`config.mk`:
```
export PLATFORM = sky130hd
export DESIGN_NAME = unsigned_restoring_divider_core
export DESIGN_NICKNAME = d
export VERILOG_FILES = /design/src/design/urdc_pkg.sv /design/src/design/urdc_dpath.sv /design/src/design/urdc_ctrl.sv /design/src/design/unsigned_restoring_divider_core.sv
export SDC_FILE = /design/constraint.sdc
export NUM_CORES = 1
export LEC_CHECK = 0
export BUFFER_PORTS_ARGS = -buffer_cell sky130_fd_sc_hd__buf_2
export CORE_AREA = 4 4 158 160
export DETAILED_ROUTE_END_ITERATION = 16
export DIE_AREA = 0 0 162 164
export PLACE_DENSITY = 0.64
export SLEW_MARGIN = 5
export SYNTH_ARGS = -nofsm -noshare
export SYNTH_HDL_FRONTEND = slang
export SYNTH_SLANG_ARGS = --single-unit
```
`constraint.sdc`:
```
create_clock -name clk -period 9.9 [get_ports clk]
set_input_delay 2.97 -clock clk [delete_from_list [all_inputs] [get_ports clk]]
set_output_delay 2.97 -clock clk [all_outputs]
set_load 0.01 [all_outputs]
```
`src/design/urdc_pkg.sv`:
```
`default_nettype none

package urdc_pkg;

    localparam int URDC_DATA_WIDTH = 32;

    typedef enum logic [2:0] {
        ST_IDLE   = 3'b001,
        ST_RUN    = 3'b010,
        ST_FINISH = 3'b100
    } urdc_state_t;

    // Controller to datapath
    typedef struct packed {
        logic load;      // capture operands, clear partial remainder
        logic step;      // decide one quotient bit
        logic out_load;  // move result into the output register
    } urdc_cmd_t;

    // Datapath to controller
    typedef struct packed {
        logic last_step; // current step decides quotient bit 0
    } urdc_status_t;

endpackage

`default_nettype wire

```
`src/design/urdc_dpath.sv`:
```
`default_nettype none

module urdc_dpath
    import urdc_pkg::*;
#(
    parameter int DATA_WIDTH = URDC_DATA_WIDTH
) (
    input  wire logic                  clk,
    input  wire logic                  rst_n,
    input  wire urdc_cmd_t             cmd,
    output urdc_status_t               status,
    input  wire logic [DATA_WIDTH-1:0] dividend,
    input  wire logic [DATA_WIDTH-1:0] divisor,
    output logic      [DATA_WIDTH-1:0] quotient,
    output logic      [DATA_WIDTH-1:0] remainder
);

    localparam int CNT_W = $clog2(DATA_WIDTH);

    logic [DATA_WIDTH-1:0] rem_reg,  rem_next;
    logic [DATA_WIDTH-1:0] work_reg, work_next;  // dividend bits out, quotient bits in
    logic [DATA_WIDTH-1:0] den_reg;
    logic                  den_zero_reg;
    logic [CNT_W-1:0]      cnt_reg,  cnt_next;
    logic [DATA_WIDTH-1:0] quo_out_reg, rem_out_reg;

    logic [DATA_WIDTH:0]   shifted;
    logic [DATA_WIDTH:0]   diff;
    logic                  fits;

    assign shifted = {rem_reg, work_reg[DATA_WIDTH-1]};
    assign diff    = shifted - {1'b0, den_reg};
    assign fits    = shifted >= {1'b0, den_reg};

    always_comb
    begin
        rem_next  = rem_reg;
        work_next = work_reg;
        cnt_next  = cnt_reg;
        if (cmd.load)
        begin
            rem_next  = '0;
            work_next = dividend;
            cnt_next  = CNT_W'(DATA_WIDTH - 1);
        end
        else if (cmd.step)
        begin
            rem_next  = fits ? diff[DATA_WIDTH-1:0] : shifted[DATA_WIDTH-1:0];
            work_next = {work_reg[DATA_WIDTH-2:0], fits};
            cnt_next  = cnt_reg - CNT_W'(1);
        end
    end

    always_ff @(posedge clk or negedge rst_n)
    begin
        if (!rst_n)
        begin
            cnt_reg <= '0;
        end
        else
        begin
            cnt_reg <= cnt_next;
        end
    end

    always_ff @(posedge clk)
    begin
        rem_reg  <= rem_next;
        work_reg <= work_next;
        if (cmd.load)
        begin
            den_reg      <= divisor;
            den_zero_reg <= (divisor == '0);
        end
        if (cmd.out_load)
        begin
            // zero divisor reports zero quotient and remainder
            quo_out_reg <= den_zero_reg ? '0 : work_reg;
            rem_out_reg <= den_zero_reg ? '0 : rem_reg;
        end
    end

    assign status.last_step = (cnt_reg == '0);
    assign quotient         = quo_out_reg;
    assign remainder        = rem_out_reg;

endmodule

`default_nettype wire

```
`src/design/urdc_ctrl.sv`:
```
`default_nettype none

module urdc_ctrl
    import urdc_pkg::*;
(
    input  wire logic         clk,
    input  wire logic         rst_n,
    input  wire logic         in_valid,
    output logic              in_ready,
    output logic              out_valid,
    input  wire logic         out_ready,
    input  wire urdc_status_t status,
    output urdc_cmd_t         cmd
);

    urdc_state_t state_reg, state_next;
    logic        out_valid_reg, out_valid_next;
    logic        slot_free;

    assign slot_free = !out_valid_reg || out_ready;

    always_comb
    begin
        state_next   = state_reg;
        cmd.load     = 1'b0;
        cmd.step     = 1'b0;
        cmd.out_load = 1'b0;
        in_ready     = 1'b0;
        unique case (state_reg)
            ST_IDLE:
            begin
                in_ready = 1'b1;
                if (in_valid)
                begin
                    cmd.load   = 1'b1;
                    state_next = ST_RUN;
                end
            end
            ST_RUN:
            begin
                cmd.step = 1'b1;
                if (status.last_step)
                begin
                    state_next = ST_FINISH;
                end
            end
            ST_FINISH:
            begin
                // hold until the output register is free
                if (slot_free)
                begin
                    cmd.out_load = 1'b1;
                    state_next   = ST_IDLE;
                end
            end
            default:
            begin
                state_next = ST_IDLE;
            end
        endcase
    end

    always_comb
    begin
        out_valid_next = out_valid_reg;
        if (cmd.out_load)
        begin
            out_valid_next = 1'b1;
        end
        else if (out_ready)
        begin
            out_valid_next = 1'b0;
        end
    end

    always_ff @(posedge clk or negedge rst_n)
    begin
        if (!rst_n)
        begin
            state_reg     <= ST_IDLE;
            out_valid_reg <= 1'b0;
        end
        else
        begin
            state_reg     <= state_next;
            out_valid_reg <= out_valid_next;
        end
    end

    assign out_valid = out_valid_reg;

endmodule

`default_nettype wire

```
`src/design/unsigned_restoring_divider_core.sv`:
```
// Unsigned radix-2 restoring divider.
// Input stream (s_*): one request carries dividend and divisor in s_tdata.
// Output stream (m_*): one result carries quotient and remainder in m_tdata.
// A zero divisor gives quotient 0 and remainder 0.
// A request is captured in the idle state; in the run state the shared
// subtract/compare unit then decides one quotient bit per cycle; the finish
// state moves the result into the output register once that register is
// free, and m_tvalid is driven from a register set in that same step.
// s_tready is high only while the unit is idle; a finished result waits
// in the output register, so the next request is taken while it waits.
// When the receiver stalls and the output register is still full, the
// next result holds in the datapath until the register drains; s_tready
// stays low meanwhile.
// Reset (rst_n low, asynchronous) drops any request in flight and any
// waiting result; the block returns idle with s_tready high.
`default_nettype none

module unsigned_restoring_divider_core
    import urdc_pkg::*;
#(
    parameter int  DATA_WIDTH = URDC_DATA_WIDTH,
    localparam int TDATA_W    = ((2 * DATA_WIDTH + 7) / 8) * 8
) (
    input  wire logic               clk,
    input  wire logic               rst_n,
    input  wire logic               s_tvalid,
    output logic                    s_tready,
    input  wire logic [TDATA_W-1:0] s_tdata,   // dividend, divisor, zero pad
    output logic                    m_tvalid,
    input  wire logic               m_tready,
    output logic      [TDATA_W-1:0] m_tdata    // quotient, remainder, zero pad
);

    urdc_cmd_t             cmd;
    urdc_status_t          status;
    logic [DATA_WIDTH-1:0] quotient;
    logic [DATA_WIDTH-1:0] remainder;

    urdc_ctrl u_ctrl (
        .clk       (clk),
        .rst_n     (rst_n),
        .in_valid  (s_tvalid),
        .in_ready  (s_tready),
        .out_valid (m_tvalid),
        .out_ready (m_tready),
        .status    (status),
        .cmd       (cmd)
    );

    urdc_dpath #(
        .DATA_WIDTH (DATA_WIDTH)
    ) u_dpath (
        .clk       (clk),
        .rst_n     (rst_n),
        .cmd       (cmd),
        .status    (status),
        .dividend  (s_tdata[DATA_WIDTH-1:0]),
        .divisor   (s_tdata[2*DATA_WIDTH-1:DATA_WIDTH]),
        .quotient  (quotient),
        .remainder (remainder)
    );

    // pack result, zero-fill to whole bytes
    assign m_tdata = TDATA_W'({remainder, quotient});

endmodule

`default_nettype wire

```
Word level (Yosys, flattened, before mapping). Index checks and enable logic that the tools add are counted.

Logic and storage cells: 42. Register bits after elaboration: 170. Input bits: 68. Output and inout bits: 66.

Reduce and logical (&&, ||, !) cells: 7. Eq/ne operators: 6. Mux-type cells: 17. $add $sub $neg: 2. Order comparisons: 1.

Operator list (number): 2-to-1 mux 32 bit (3); >= comparator 33 x 32 -> 1 bit (1); logical NOT 32 bit (1); subtractor 32 bit (1); 2-to-1 mux 5 bit (2); 2-to-1 mux 3 bit (3); case mux 3 bit (3 select lines) (1); 2-to-1 mux 1 bit (8); logical NOT 5 bit (1); subtractor 5 x 1 -> 5 bit (second input constant) (1); inequality test 2 bit (second input constant) (2); nonzero test 2 bit (2); equality test 3 x 1 -> 1 bit (second input constant) (1); equality test 3 x 2 -> 1 bit (second input constant) (1); equality test 3 bit (second input constant) (1); AND reduction 3 bit (1); inequality test 2 x 1 -> 1 bit (second input constant) (1); logical NOT 1 bit (1); logical OR 1 bit (1).

Longest topological paths before layout. Gate-level depths: netlist of run 1.

Depth after elaboration: 5. Gate-level depth with buffers: 14. Mapped depth without buffers: 14.

Modules after synthesis. A second synthesis of run 1 with hierarchy kept.

Cells, all modules: 734. Area total of the unflattened synthesis: 8572.0 µm².

Modules (own cells, without submodules): urdc_dpath (area each 8333.0 µm², seq. area each 4639.4 µm², times used 1, cells an instance 712); urdc_ctrl (area each 239.0 µm², seq. area each 101.3 µm², times used 1, cells an instance 22).

Worst setup path after synthesis of run 1. Ideal clock, no wire load.

Kind: input port to flip-flop. Start: input m_tready. End: register u_dpath.quo_out_reg[0], in the netlist u_dpath.quotient[0], enable pin. Arrival: 5.723 ns. Required time: 9.414 ns. Library setup time: 0.486 ns. Slack: 3.690 ns. Path buffers: 0. Cell stages on the path: 2. Cells stage by stage: nor2b_1 nor2_1.

RTL lines: start: declaration (line unsigned_restoring_divider_core.sv:30) `input wire logic m_tready,`; end signal: assignment (line urdc_dpath.sv:78) `quo_out_reg <= den_zero_reg ? '0 : work_reg;`; end: declaration (line urdc_dpath.sv:25) `logic [DATA_WIDTH-1:0] quo_out_reg, rem_out_reg;`.

Worst setup path in the final report of run 1.
Start: register u_ctrl.state_reg[0]. End: output s_tready.

Word-level cells in the longest chain between the ends: 2.

Ends and longest elaborated chain: start: declaration (line urdc_ctrl.sv:16) `urdc_state_t state_reg, state_next;`; start signal: assignment (line urdc_ctrl.sv:85) `state_reg <= state_next;`; equality test 3 x 1 -> 1 bit (line urdc_ctrl.sv:29) `unique case (state_reg)`; 2-to-1 mux 1 bit (line urdc_ctrl.sv:29); end: declaration (line unsigned_restoring_divider_core.sv:27) `output logic s_tready,`.

Every way passes these cells.

==> results.txt, run 1 <==
The number of endpoints with negative hold slack in the final report is 0. The total global routing track utilization is 0.142. The post-place setup slack came out at about 5400 ps. The site row count came out at 56.

The worst register-to-register path begins at u_dpath.den_reg[1]$_DFFE_PP_. After global routing the overflow that remains totals 0. For this block, the initial DRC count from the detailed router was around 280. The per-cell routed wire length is 15.1 µm.

The hold-fix buffer count after cts is 0. Setup violations remaining at the end of the flow were counted as 0. The starting utilization of the core area came out at 0.349. After the last flow step, the layout net total stands at 1001. The time the worst path needs with I/O delays and setup is approximately 4500 ps. In this run the worst setup path begins at u_ctrl.state_reg[0]$_DFFE_PN1P_.

The number of warnings issued by yosys is 0. Counting flops with a built-in enable in the synthesized netlist gives roughly 130. Walking the worst path, the cells encountered are nor3b_1, buf_2.

The total CTS buffers came out at 17. The critical path class is flip-flop to output port. The proportion of synthesized chip area in sequential cells came out at 0.580. Setup repair after global routing left no endpoint under its margin. The slowest stage of the critical path belongs to the cell dfstp_2. The worst register-to-register path has a depth of 11. After synthesis, the mean cell area works out to 10.7 µm². In this design, the stage delay of the slowest critical-path cell is 590 ps.

From synthesis to final layout, the design area changed by 19.8%. The worst hold path belongs to the class flip-flop to flip-flop. Clock tree synthesis found a total of 170 sinks. The cell area after layout is around 10000 µm². The register area is about 4700 µm². The first global-routing pass estimated between 20000 and 30000 µm of wire. The H-tree depth came out at 4. Once placement completed, the tool counted placed cells totaling about 1200. The reported max-cap violation count is 0. The data arrival time of the critical path is 1500 ps. When the netlist entered floorplanning its net count stood at 869. The endpoint identified for the worst register-to-register timing path is u_dpath.rem_reg[3]$_SDFFE_PP0P_. Following the worst setup path forward leads to its endpoint at s_tready. Synthesis inferred 170 register bits.

The data required time at the worst endpoint came out at roughly 6900 ps. The worst setup path is launched from a flip-flop. The clock passes through at most 2 buffers. In the synthesized netlist the dominant register cell turns out to be edfxtp_1.

The number of pins exceeding their max-slew limit in the final report is 0. The post-cts resize count is 0. The I/O pin count came out at 134. The minimum setup slack in the final design is 5430 ps. STA classifies the critical path endpoint as an output port. After detailed routing, the number of remaining DRC violations is 0.

Entering global routing, the biggest net connects 66 pins. The overall die area came out at about 27000 µm². The clock latency on the worst-skew pair came out at 430 ps.

The number of distinct library cells after synthesis came out at 50. Input and output buffers added on the ports amount to between 100 and 150. The initial antenna violation count came to 1. The final instance count without filler cells came out at 1231. The detail-routed via count per cell is approximately 4.7. The worst-case register-to-register setup slack came out at 6310 ps. The maximum fanout count along the critical path came out at 7. The instance area at placement came out at 9190 µm².

The slew at the pin closest to its max-slew limit is 887 ps. For this run, the top clock speed supported by timing is 224 MHz. The die height came out at 164 µm. The cell sitting at the root of the clock tree is a clkbuf_16.

The async set-reset flop share out of synthesis is 0.0529. In the layout the commonest cells are nand2_1, buf_2, edfxtp_1, nor2b_1, a21oi_1. The area of the mapped netlist is 8170 µm². The HPWL after detailed placement came out at 13000 µm. The analysis attributes to cell leakage a power of 4.05 nW.

The routed via count is 5826. The detail route stage leaves a number of antenna-violating nets equal to 0. Of the available clock period, the critical path in the final layout requires 0.452. The number of global-route vias before repair came out at 5819. The areal power density over the cells came out at 224 nW/µm².

In this run the post-CTS setup repair buffer count came out at 0. The area of the core region came out at approximately 23000 µm². The clock arrives with 9.03 ps of skew. The detailed-routing iteration count for the pre-antenna-repair pass came out at 5. In the final layout, the share of cells above drive strength 1 is 0.203. The width of the chip came out at about 160 µm. The final estimated routing congestion in global placement came out at 0.857.

The number of filler instances in the final layout is 2270. Across the VDD grid, the largest voltage drop is 0.113 mV. The setup total negative slack came out at 0 ps. The number of instances in the synthesized netlist is around 770. In this run the tightest slew margin relative to its limit is 0.409. TritonCTS built the clock tree.

The most frequent standard cell in the layout excluding fill and tap cells is nand2_1. The area of combinational cells with multiple inputs is roughly 3200 µm². The flow ran to the end, and the final reports show no timing, DRC or antenna violations. The clock transition at the registers of the reported paths is 70 ps.

The aggregate routed wire length is between 15000 and 20000 µm.
## per-stage QoR
| stage | util | hold slack (ps) | total power [W] |
|---|---|---|---|
| floorplan | - | 446 | 0.00138 |
| global route | 0.418 | 511 | 0.00233 |
| CTS | 0.418 | 490 | 0.00221 |
| global placement | 0.393 | 472 | 0.00152 |
| detailed placement | 0.393 | 479 | 0.00153 |
| finish | 0.418 | 486 | 0.00219 |
## how the worst min path moves through the flow
stage          slack, ps                        startpoint                               end  cells after the start
2_1_floorplan        450  u_dpath.rem_reg[31]$_SDFFE_PP0P_  u_dpath.rem_reg[31]$_SDFFE_PP0P_                      2
3_3_place_gp         470  u_dpath.rem_reg[31]$_SDFFE_PP0P_  u_dpath.rem_reg[31]$_SDFFE_PP0P_                      2
3_5_place_dp         480  u_dpath.rem_reg[25]$_SDFFE_PP0P_  u_dpath.rem_reg[25]$_SDFFE_PP0P_                      2
4_1_cts              490  u_dpath.rem_reg[25]$_SDFFE_PP0P_  u_dpath.rem_reg[25]$_SDFFE_PP0P_                      2
5_1_grt              510  u_dpath.rem_reg[25]$_SDFFE_PP0P_  u_dpath.rem_reg[25]$_SDFFE_PP0P_                      2
6_report             490  u_dpath.rem_reg[25]$_SDFFE_PP0P_  u_dpath.rem_reg[25]$_SDFFE_PP0P_                      2
## cell usage after synthesis, types with 3 or more instances
cell type,n,share of area
o31ai_1,3,0.0028
xor2_1,14,0.015
a211oi_1,4,0.0037
a31oi_1,5,0.0038
o21ai_0,45,0.028
xnor2_1,18,0.019
or3_1,3,0.0023
a21o_1,8,0.0073
o21bai_1,5,0.0046
o211ai_1,3,0.0028
nand2b_1,3,0.0023
inv_1,44,0.020
a32oi_1,4,0.0043
nor3_1,4,0.0024
ha_1,34,0.052
nand2_1,147,0.068
edfxtp_1,129,0.47
dfxtp_1,32,0.078
nor2b_1,65,0.050
o21ai_1,4,0.0024
buf_2,4,0.0024
nor2_1,40,0.018
a21oi_1,53,0.032
nand3b_1,3,0.0028
nor4_1,9,0.0069
nand4_1,9,0.0069
mux2i_1,10,0.012
nand3_1,3,0.0018
o21a_1,6,0.0055
clkbuf_1,23,0.011
dfrtp_1,8,0.024
## routing by layer
layer	part of all wire	track usage	vias to the layer above
met5	0	0	-
met2	0.48	0.235	119
met3	0.051	0.0404	24
li1	-	-	2945
met4	0.018	0.0523	0
met1	0.45	0.179	2738
## worst max-delay path, delay by kind of cell, from the launching register on
kind / cells / cell delay, ps
simple gates: 1 / 290
buf+inv: 1 / 190
flops: 1 / 590
## power breakdown
| group | leakage (nW) | switching [W] | internal [W] |
|---|---|---|---|
| Combinational | 2.21 | 0.000326 | 0.000187 |
| Clock | 0.280 | 0.000290 | 0.000388 |
| Sequential | 1.56 | 0.0000598 | 0.000942 |
| Total | 4.05 | 0.000676 | 0.00152 |
## cell type report
type                       count  share of cell area
sequential                   170               0.484
multi-input combinational    522               0.322
timing repair buffer         142              0.0749
clock buffer                  20              0.0466
tap                          319              0.0408
inverter                      45              0.0173
clock inverter                12              0.0142
antenna                        1            0.000256
## logic make-up (layout without fill, tap and decap cells)
logic type                 after synthesis  count (layout)  share of synthesized area
muxes                                   10              10                     0.0122
buffers and inverters                   74             219                     0.0355
other                                    0               1                          0
adders and majority gates               35              35                     0.0545
xor gates and xnor gates                32              32                     0.0343
and+or+nand+nor                        295             295                      0.170
AOI/OAI and AO/OA                      150             150                      0.113
DFF                                    170             170                      0.580
Note: power is estimated with default switching activity, not from simulation.
==> inputs of run 2 (changes only) <==
- clock period: 9.9 -> 4.2 ns (I/O delays scaled with it)
==> results.txt, run 2 (synthesis gave the netlist of run 1 again) <==
The setup total negative slack is 0 ps (unchanged). The number of post-CTS setup repair buffers came to 0 (unchanged). The detailed-routing iteration count for the pre-antenna-repair pass is 5 (unchanged). The number of routed nets with antenna violations is 0 (unchanged).

The top cell family by delay on the critical path is compound AO/OA/AOI/OAI gates (was flip-flops). The most frequent standard cell in the layout excluding fill and tap cells was nand2_1 (unchanged). The CTS sink count came out at 170 (unchanged).

The maximum fanout count along the critical path is 4 (was 7). The initial antenna violation count is 0 (was 1). The slew at the pin closest to its max-slew limit came out at 818 ps (was 887 ps).

The depth of the worst hold-timing path is 2 (unchanged). The aggregate routed wire length is 18500 µm (about the same). The worst-case register-to-register setup slack came to 930 ps (was 6310 ps). The library cell used as clock root buffer was clkbuf_16 (unchanged). The number of diodes came out at 0 (was 1). The final estimated routing congestion in global placement came out at 0.834 (was 0.857). The site row count is 56 (unchanged).

The highest clock frequency the design can meet came out at 306 MHz. The area of the core region came out at 23400 µm² (unchanged). The number of nets at the end of the flow was 1003 (was 1001). The maximum number of pins on one net before global-route repair came to 66 (unchanged).

The starting utilization of the core area is 0.349 (unchanged). The clock transition at the registers of the reported paths is 70 ps (about the same). The number of buffers added on ports came out at 133 (unchanged). The maximum buffer depth of the clock tree came to 2 (unchanged). The worst path in the final design needs a cycle of 3270 ps, including I/O delays and setup.

The die height is 164 µm (unchanged). Ordered cell list for the critical path: inv_1, ha_1, inv_1, fa_1, a211o_1, a21oi_1, or4_1, a31oi_1, a31oi_1, nor3_1, or3_1, a21oi_1, xor2_1, o31ai_1 (was nor3b_1, buf_2). The number of pins exceeding their max-slew limit in the final report came out at 0 (unchanged).

The width of the chip is 162 µm (unchanged). The final worst clock skew is 9.27 ps (was 9.03 ps). The remaining max-slew budget at the tightest pin was 0.455 (was 0.409). The layout overhead on the synthesized area is 19.9% (was 19.8%). The final routed DRC violation total came out at 0 (unchanged). The total CTS buffers is 17 (unchanged). The path depth of the worst reg2reg path is 14 (was 11). The areal power density over the cells is 525 nW/µm² (was 224 nW/µm²). Result of the run: complete, no violations (unchanged). The cell count after placement came to 1200 (was 1198). The clock latency on the worst-skew pair came to 430 ps (about the same). The peak supply drop was 0.272 mV (was 0.113 mV).

The hold-fix buffer count after cts came out at 0 (unchanged). The reported max-cap violation count is 0 (unchanged). The maximum single-stage delay on the critical path came out at 410 ps (was 590 ps). The worst min-delay path endpoint was u_dpath.rem_reg[31]$_SDFFE_PP0P_ (was u_dpath.rem_reg[25]$_SDFFE_PP0P_). Highest-count cells in the layout ignoring fill and taps: nand2_1, buf_2, edfxtp_1, nor2b_1, a21oi_1 (unchanged).

The H-tree depth came out at 4 (unchanged). The kind of end point of the critical path is a flip-flop (was output port). The number of DRC markers in iteration 0 came out at 386 (was 277).

The number of endpoints with negative hold slack in the final report is 0 (unchanged). The number of global-route vias before repair came out at 5718 (was 5819). The slowest stage cell on the critical path is fa_1 (was dfstp_2). The core utilization of the finished layout came out at 0.419 (was 0.418).

The share of the cycle needed by the critical path after routing came out at 0.779. Setup repair after global routing missed its margin: no (unchanged). The setup-violating endpoint count in the final report came to 0 (unchanged). The post-cts resize count came to 0 (unchanged). The per-cell routed wire length came out at 15.0 µm (was 15.1 µm). The path class of the lowest-slack min-delay path is flip-flop to flip-flop (unchanged).

The total global routing track utilization came out at 0.141 (was 0.142). The routed via count is 5781 (was 5826). The reg-to-reg startpoint is u_dpath.work_reg[31]$_DFFE_PP_ (was u_dpath.den_reg[1]$_DFFE_PP_).

The CTS tree is done (unchanged). The startpoint type of the worst setup path was a flip-flop (unchanged). The HPWL after detailed placement came out at 13200 µm (was 13000 µm). The beginning of the worst hold path is u_dpath.rem_reg[31]$_SDFFE_PP0P_ (was u_dpath.rem_reg[25]$_SDFFE_PP0P_). The detail-routed via count per cell is 4.69 (was 4.73). The critical path class was flip-flop to flip-flop (was flip-flop to output port). The fraction of final layout cells sized beyond drive strength 1 came out at 0.203 (about the same). The overall power consumption was 0.00515 W (was 0.00219 W). The leakage dissipation came out at 4.06 nW (was 4.05 nW). The data required time at the worst endpoint is 4480 ps (was 6930 ps).

The I/O pin count is 134 (unchanged). The number of buffer and inverter stages on the critical path was 2 (was 1). The overall die area is 26600 µm² (unchanged). The wire length of the first global-routing pass is 29600 µm (was 29900 µm). The total grt overflow came out at 0 (unchanged). The data arrival time of the critical path came out at 3560 ps (was 1500 ps). The critical register-to-register path endpoint is u_dpath.rem_reg[28]$_SDFFE_PP0P_ (was u_dpath.rem_reg[3]$_SDFFE_PP0P_).

The final instance count without filler cells is 1232 (was 1231).
-- run 2: routing by layer --
| layer | vias to the layer above | wire length (µm) | track usage |
|---|---|---|---|
| li1 | 2954 | - | - |
| met1 | 2688 | 8280 | 0.179 |
| met2 | 117 | 9020 | 0.234 |
| met3 | 22 | 811 | 0.0361 |
| met4 | 0 | 429 | 0.0496 |
| met5 | - | 0 | 0 |
-- run 2: worst max-delay path by stage --
stage	from	endpoint	slack, ps	cells after the start
finish	u_dpath.work_reg[31]$_DFFE_PP_	u_dpath.rem_reg[28]$_SDFFE_PP0P_	930	14
detailed placement	u_dpath.work_reg[31]$_DFFE_PP_	u_dpath.rem_reg[28]$_SDFFE_PP0P_	950	14
CTS	u_dpath.work_reg[31]$_DFFE_PP_	u_dpath.rem_reg[28]$_SDFFE_PP0P_	930	14
global route	u_dpath.work_reg[31]$_DFFE_PP_	u_dpath.rem_reg[28]$_SDFFE_PP0P_	670	14
floorplan	m_tready	u_dpath.quotient[0]$_SDFFCE_PP0P_	770	2
global placement	u_dpath.work_reg[31]$_DFFE_PP_	u_dpath.rem_reg[28]$_SDFFE_PP0P_	1000	14
-- run 2: power by group --
group / leakage (nW) / internal [W] / total [W] / switching, W
Sequential: 1.56 / 0.00222 / 0.00235 / 0.000132
Clock: 0.286 / 0.000889 / 0.00157 / 0.000685
Combinational: 2.22 / 0.000441 / 0.00122 / 0.000780
-- run 2: worst min-delay path, cell delays in order (launching register included) --
cell     delay [ps]
dfxtp_1         330
nand2_1          60
o21ai_1          50
-- run 2: final cells by class --
cell class,count,area [µm²]
Fill cell,2280,13600
Sequential cell,170,4740
Multi-Input combinational cell,522,3150
Timing Repair Buffer,144,748
Clock buffer,17,425
Tap cell,319,399
Inverter,45,169
Clock inverter,15,163
-- run 2: per-stage QoR --
step                setup WS (ps)  hold slack (ps)  instance area (µm²)
global placement             1000              471                 9210
global route                  675              529                 9800
finish                        927              493                 9800
CTS                           928              491                 9800
detailed placement            954              479                 9210
floorplan                     766              446                 8180
